**src/mpc_pkg.sv**
```systemverilog
// shared types and constants for the media playback controller
// no dependencies; imported by mpc_event and media_playback_controller_unit
package mpc_pkg;

  localparam logic [4:0] VOL_MAX        = 5'd30;
  localparam logic [4:0] VOL_INIT       = 5'd10;
  localparam logic [9:0] CMD_AGE_MAX    = 10'd1023;
  localparam logic [7:0] SETTLE_AGE_MAX = 8'd255;

  typedef enum logic [2:0] {
    MODE_TICK     = 3'd0,
    MODE_PLAY     = 3'd1,
    MODE_PREV     = 3'd2,
    MODE_NEXT     = 3'd3,
    MODE_SOURCE   = 3'd4,
    MODE_VOL_UP   = 3'd5,
    MODE_VOL_DOWN = 3'd6
  } mode_t;

  typedef enum logic [2:0] {
    CMD_NONE    = 3'd0,
    CMD_PLAY    = 3'd1,
    CMD_PAUSE   = 3'd2,
    CMD_NEXT    = 3'd3,
    CMD_PREV    = 3'd4,
    CMD_SET_VOL = 3'd5
  } command_t;

  typedef enum logic [1:0] {
    REG_TRACK_COUNT = 2'd0,
    REG_SETTLE      = 2'd1,
    REG_BLANK       = 2'd2,
    REG_ACTIVE_LOW  = 2'd3
  } reg_index_t;

  typedef struct packed {
    logic [7:0] track_count;
    logic [7:0] busy_settle_ms;
    logic [9:0] command_blank_ms;
    logic       busy_active_low;
  } cfg_t;

  typedef struct packed {
    logic       play_flag;
    logic [4:0] volume_level;
    logic [7:0] track_number;
    logic       source_select;
    logic       busy_sample;
    logic       busy_stable;
    logic [9:0] command_age;
    logic [7:0] settle_age;
  } ctrl_state_t;

endpackage

```
**src/mpc_event.sv**
```systemverilog
// next-state and command logic for one event
// depends on mpc_pkg
module mpc_event
  import mpc_pkg::*;
(
  input  ctrl_state_t cur,
  input  cfg_t        cfg,
  input  logic [2:0]  mode,
  input  logic        busy_pin,
  output ctrl_state_t nxt,
  output command_t    command
);

  logic       card;
  logic [7:0] eff_total;
  logic [7:0] track_up;
  logic [7:0] track_down;
  logic [9:0] cage_inc;
  logic [7:0] sage_inc;
  logic       pin_idle;

  assign card       = ~cur.source_select;
  assign eff_total  = (cfg.track_count == 8'd0) ? 8'd1 : cfg.track_count;
  assign track_up   = (cur.track_number < eff_total) ? cur.track_number + 8'd1 : 8'd1;
  assign track_down = (cur.track_number > 8'd1) ? cur.track_number - 8'd1 : eff_total;
  assign cage_inc   = (cur.command_age < CMD_AGE_MAX) ? cur.command_age + 10'd1
                                                       : cur.command_age;
  assign sage_inc   = (cur.settle_age < SETTLE_AGE_MAX) ? cur.settle_age + 8'd1
                                                         : cur.settle_age;
  assign pin_idle   = cfg.busy_active_low ? busy_pin : ~busy_pin;

  always_comb begin
    nxt     = cur;
    command = CMD_NONE;
    case (mode_t'(mode))
      MODE_TICK: begin
        nxt.command_age = cage_inc;
        nxt.settle_age  = sage_inc;
        // busy is only watched on the card source once blanking has run out
        if (card && cage_inc >= cfg.command_blank_ms) begin
          if (pin_idle != cur.busy_sample) begin
            nxt.busy_sample = pin_idle;
            nxt.settle_age  = 8'd0;
          end else if (sage_inc >= cfg.busy_settle_ms &&
                       cur.busy_stable != cur.busy_sample) begin
            nxt.busy_stable = cur.busy_sample;
            // track finished: busy-to-idle while playing
            if (!cur.busy_stable && cur.play_flag) begin
              nxt.track_number = track_up;
              nxt.command_age  = 10'd0;
              command          = CMD_NEXT;
            end
          end
        end
      end
      MODE_PLAY: begin
        if (card) begin
          command         = cur.play_flag ? CMD_PAUSE : CMD_PLAY;
          nxt.play_flag   = ~cur.play_flag;
          nxt.command_age = 10'd0;
        end
      end
      MODE_PREV: begin
        if (card) begin
          nxt.track_number = track_down;
          nxt.play_flag    = 1'b1;
          nxt.command_age  = 10'd0;
          command          = CMD_PREV;
        end
      end
      MODE_NEXT: begin
        if (card) begin
          nxt.track_number = track_up;
          nxt.play_flag    = 1'b1;
          nxt.command_age  = 10'd0;
          command          = CMD_NEXT;
        end
      end
      MODE_SOURCE: begin
        if (card) begin
          if (cur.play_flag) begin
            nxt.play_flag   = 1'b0;
            nxt.command_age = 10'd0;
            command         = CMD_PAUSE;
          end
          nxt.source_select = 1'b1;
        end else begin
          nxt.source_select = 1'b0;
        end
      end
      MODE_VOL_UP: begin
        if (card && cur.volume_level < VOL_MAX) begin
          nxt.volume_level = cur.volume_level + 5'd1;
          command          = CMD_SET_VOL;
        end
      end
      MODE_VOL_DOWN: begin
        if (card && cur.volume_level > 5'd0) begin
          nxt.volume_level = cur.volume_level - 5'd1;
          command          = CMD_SET_VOL;
        end
      end
      default: begin
        nxt     = cur;
        command = CMD_NONE;
      end
    endcase
  end

endmodule

```
**src/media_playback_controller_unit.sv**
```systemverilog
// top level of the media playback controller: state, config and stream ports
// depends on mpc_pkg and mpc_event
//
// Takes one event beat per clock while ready (1 ms tick with the raw busy pin,
// or a user command) and returns exactly one result beat per event, carrying
// the player command and the state after the event. Each event is resolved in
// the cycle it is accepted: the controller state registers and the result
// register update together; the rate is one event per cycle while results are
// taken. The result register lets the next event in while a result is still
// waiting, as long as the result is taken in the same cycle. Configuration
// writes take effect on the next event and should only be made while idle.
module media_playback_controller_unit
  import mpc_pkg::*;
(
  input  logic        clk,
  input  logic        rst,
  // configuration write port
  input  logic        cfg_we,
  input  logic [1:0]  cfg_index,
  input  logic [9:0]  cfg_data,
  // event stream
  input  logic        s_tvalid,
  output logic        s_tready,
  input  logic [7:0]  s_tdata,   // [0] busy_pin, [7:1] zero
  input  logic [2:0]  s_tuser,   // [2:0] mode
  // result stream
  output logic        m_tvalid,
  input  logic        m_tready,
  output logic [15:0] m_tdata,   // [4:0] volume, [12:5] track, [13] playing,
                                 // [14] source, [15] source (repeated)
  output logic [2:0]  m_tuser    // [2:0] command
);

  cfg_t        cfg;
  ctrl_state_t state;
  ctrl_state_t state_next;
  command_t    command_next;
  logic        accept;

  logic [2:0]  command;
  logic [4:0]  volume;
  logic [7:0]  track;
  logic        playing;
  logic        source;

  assign s_tready = ~m_tvalid | m_tready;
  assign accept   = s_tvalid & s_tready;

  mpc_event u_event (
    .cur      (state),
    .cfg      (cfg),
    .mode     (s_tuser),
    .busy_pin (s_tdata[0]),
    .nxt      (state_next),
    .command  (command_next)
  );

  always_ff @(posedge clk) begin
    if (rst) begin
      cfg.track_count      <= 8'd5;
      cfg.busy_settle_ms   <= 8'd20;
      cfg.command_blank_ms <= 10'd500;
      cfg.busy_active_low  <= 1'b1;
    end else if (cfg_we) begin
      case (reg_index_t'(cfg_index))
        REG_TRACK_COUNT: cfg.track_count      <= cfg_data[7:0];
        REG_SETTLE:      cfg.busy_settle_ms   <= cfg_data[7:0];
        REG_BLANK:       cfg.command_blank_ms <= cfg_data;
        REG_ACTIVE_LOW:  cfg.busy_active_low  <= cfg_data[0];
        default:         cfg <= cfg;
      endcase
    end
  end

  always_ff @(posedge clk) begin
    if (rst) begin
      state.play_flag     <= 1'b0;
      state.volume_level  <= VOL_INIT;
      state.track_number  <= 8'd1;
      state.source_select <= 1'b0;
      state.busy_sample   <= 1'b1;
      state.busy_stable   <= 1'b1;
      state.command_age   <= 10'd0;
      state.settle_age    <= 8'd0;
    end else if (accept) begin
      state <= state_next;
    end
  end

  always_ff @(posedge clk) begin
    if (rst) begin
      m_tvalid <= 1'b0;
    end else if (accept) begin
      m_tvalid <= 1'b1;
    end else if (m_tready) begin
      m_tvalid <= 1'b0;
    end
  end

  // result beat payload
  always_ff @(posedge clk) begin
    if (accept) begin
      command <= command_next;
      volume  <= state_next.volume_level;
      track   <= state_next.track_number;
      playing <= state_next.play_flag;
      source  <= state_next.source_select;
    end
  end

  assign m_tuser = command;
  assign m_tdata = {source, source, playing, track, volume};

endmodule
```
**config.mk**
```make
export PLATFORM = sky130hd
export DESIGN_NAME = media_playback_controller_unit
export DESIGN_NICKNAME = d
export VERILOG_FILES = /design/src/mpc_pkg.sv /design/src/mpc_event.sv /design/src/media_playback_controller_unit.sv
export SDC_FILE = /design/constraint.sdc
export NUM_CORES = 1
export LEC_CHECK = 0
export BUFFER_PORTS_ARGS = -buffer_cell sky130_fd_sc_hd__buf_2
export CORE_ASPECT_RATIO = 1.5
export CORE_MARGIN = 2
export CORE_UTILIZATION = 47
export CTS_BUF_LIST = sky130_fd_sc_hd__clkbuf_16
export CTS_CLUSTER_SIZE = 40
export DETAILED_ROUTE_END_ITERATION = 8
export PLACE_DENSITY = 0.75
export SLEW_MARGIN = 20
export SYNTH_ARGS = -nofsm -noshare
export SYNTH_HDL_FRONTEND = slang
export SYNTH_SLANG_ARGS = --single-unit
```
**constraint.sdc**
```tcl
create_clock -name clk -period 5.2 [get_ports clk]
set_clock_uncertainty 0.1 [all_clocks]
set_input_delay 0.26 -clock clk [delete_from_list [all_inputs] [get_ports clk]]
set_output_delay 0.26 -clock clk [all_outputs]
set_load 0.02 [all_outputs]
```
==> results.tsv <==
metric	value	unit
yosys_warnings	0	
cts_root_buffer	clkbuf_16	
die_y	135	um
drt_iter0_markers	340	
io_pins	49	
hp-class	primary input to flop	
antenna_cells	0	
final-seq-area	1800	um2
cts_hold_buf	0	
synthArstFlopShare	0	%
multi_input_area	3160	um2
synthFlopType	dfxtp_1	
netlist-cell-type-count	63	
grt_pass1_vias	4678	
avgSynthCellArea	8.13	um2
dr.pass1.iters	4	
finalCriticalPeriod	4.22	ns
syn_nets	728	
synth_edf_count	18	
grt_pass1_wl	22300	um
max-cap-violations	0	
wl_per_cell	15.9	um
power.leakage	0.00238	uW
setup_viol	0	
slew_headroom	33.7	%
worstPathRequired	5.33	ns
die_x	91.4	um
ctsHtreeMaxLevel	3	
clk-insertion-delay-late	0.34	ns
io_buffers	41	
hold_viol_final	0	
synth-seq-area-share	33.4	%
rsz0062_at_grt	false	
place_hpwl	9640	um
irDropWorstVdd	0.000174	V
tightest_slew	0.994	ns
track_usage	22.1	%
antenna_found_initial	0	
synth_seq_cells	81	
finish.instance_area	5870	um2
ctsResizeCount	0	
power_density	280	nW/um2
clk_pin_slew_worst_paths	0.06	ns
rows	47	
tns	0	ns
cts_tree	yes	
start_util	48.5	%
drc_errors	0	
status	finished clean	
power.total	1650	uW
grt_remaining_overflow	0	
cp_max_fo	9	
critPathLaunchType	flop	
totalWireLength	13300	um
final_max_slew_viol_count	0	
core_area	11100	um2
vias	4965	
finalCritPeriodShare	81.1	%
fmax	0.237	GHz
final_nets	749	
netlist_instances	663	
critical_path_class	flop to flop	
drive_gt1_share	11.8	%
cts_buffer_depth	2	
gp_congestion	0.944	
cp_data_arrival_time	4.35	ns
die_area	12400	um2
synthToLayoutAreaGrowth	9.03	%
post_cts_buffers	0	
grt_max_degree	49	
syn-cell-area	5390	um2
cp-end-kind	flop	
placed_cell_area	5560	um2
nFillCells	1037	
clock-sinks	81	
cts_inserted_buffers	9	
ant_nets	0	
avgViaCountPerCell	5.94	
-- worst paths after layout --
kind,slack (ns),end,startpoint,depth (start not counted)
hold reg to reg,0.36,cfg[2]$_SDFFE_PP0P_,cfg[2]$_SDFFE_PP0P_,2
hold / removal,0.05,cfg[9]$_SDFFE_PP1P_,cfg_data[8],3
setup reg to reg,0.98,state[27]$_SDFFE_PP0P_,state[8]$_SDFFE_PP0P_,14
setup / recovery,0.98,state[27]$_SDFFE_PP0P_,state[8]$_SDFFE_PP0P_,14
-- metal layers --
metal	global-route usage, %	wire, um	vias to the layer above
met5	0	0	-
met3	3.74	634	40
met1	26.3	5480	2323
met2	38.2	6680	171
li1	-	-	2431
met4	11.1	513	0
-- registers in the layout (all words and copies together), names as in the netlist --
signal	flops
state	35
cfg	27
track	8
volume	5
m_tuser	3
m_tvalid	1
playing	1
source	1
-- logic make-up after synthesis --
logic type | after synthesis | synth area share, %
DFF | 81 | 33.4
and+or+nand+nor | 250 | 21.7
buffers and inverters | 82 | 7.99
muxes | 13 | 2.48
AOI/OAI and AO/OA | 178 | 22.2
xor gates and xnor gates | 22 | 3.58
adders and majority gates | 37 | 8.59
-- layout by cell type, fill, tap and decap left out, drive strengths merged, types with 5 or more instances in the layout --
master	n
a22oi	7
o21a	5
edfxtp	18
o21ai	23
xor2	7
nor4	5
buf	47
a221oi	5
ha	37
o31ai	5
nor2b	7
nand4	10
clkbuf	10
dfxtp	63
nor3	13
o22ai	5
nand3	26
a21oi	57
or3	6
nand2	80
and2	6
nand2b	6
a41oi	5
mux2i	10
a31oi	11
and3	7
a311oi	5
nor2	70
xnor2	15
a211oi	8
o211ai	19
inv	46
-- power by group --
group | internal, uW | switching (uW) | leakage, uW | total (uW)
Clock | 401 | 271 | 0.000150 | 672
Sequential | 676 | 27.9 | 0.000690 | 704
Combinational | 98.6 | 170 | 0.00154 | 269
-- synth_stat cells (all sizes together) (2+ instances only) --
library cell,count,area [um2]
a2111oi,2,17.5
a211o,4,35.0
a211oi,8,65.1
a21o,2,15.0
a21oi,57,285
a221oi,5,56.3
a22o,2,17.5
a22oi,7,52.6
a311oi,5,43.8
a31oi,11,83.8
a41oi,5,43.8
and2,6,37.5
and3,7,45.1
buf,14,118
clkbuf,22,134
dfxtp,63,1260
edfxtp,18,541
ha,37,463
inv,45,169
mux2,3,33.8
mux2i,10,100
nand2,80,300
nand2b,6,37.5
nand3,26,130
nand3b,2,15.0
nand4,10,62.6
nor2,70,263
nor2b,7,43.8
nor3,13,65.1
nor3b,4,35.0
nor4,5,31.3
o211ai,19,143
o21a,5,37.5
o21ai,23,115
o21bai,2,15.0
o221ai,4,35.0
o22ai,5,31.3
o31ai,5,37.5
o41ai,4,35.0
or2,4,25.0
or3,6,45.0
or4,3,26.3
xnor2,15,131
xor2,7,61.3
-- critical path, stage by stage, from the launching register on --
cell and delay [ns]:
dfxtp_1 0.41, ha_1 0.24, and2_0 0.27, nand4_1 0.37, and3_1 0.34, nor2b_1 0.13
or2_2 0.28, ha_1 0.29, o21a_1 0.11, o211ai_1 0.08, a221o_1 0.34, a21o_1 0.21
nor2_1 0.42, o221ai_1 0.21, o221a_2 0.30
-- cell type report --
cell class	instances	share of cell area [%]
inverters	45	2.88
repair buffers	47	4.26
flip-flops and latches	81	30.7
clock buffers	10	4.26
well taps	147	3.13
multi-input cells	500	53.7
clock inverters	6	1.09
-- metrics by stage --
stage               util [%]  cells  hold slack [ns]  setup slack [ns]
global route            52.9    836           0.0680             0.642
finish                  52.9    836           0.0538             0.982
detailed placement      50.0    820            0.353              1.07
CTS                     52.9    836           0.0518              1.02
global placement        50.0    820            0.348              1.13
floorplan                  -    663            0.285              1.47
Power figures use the tool's default switching activity.
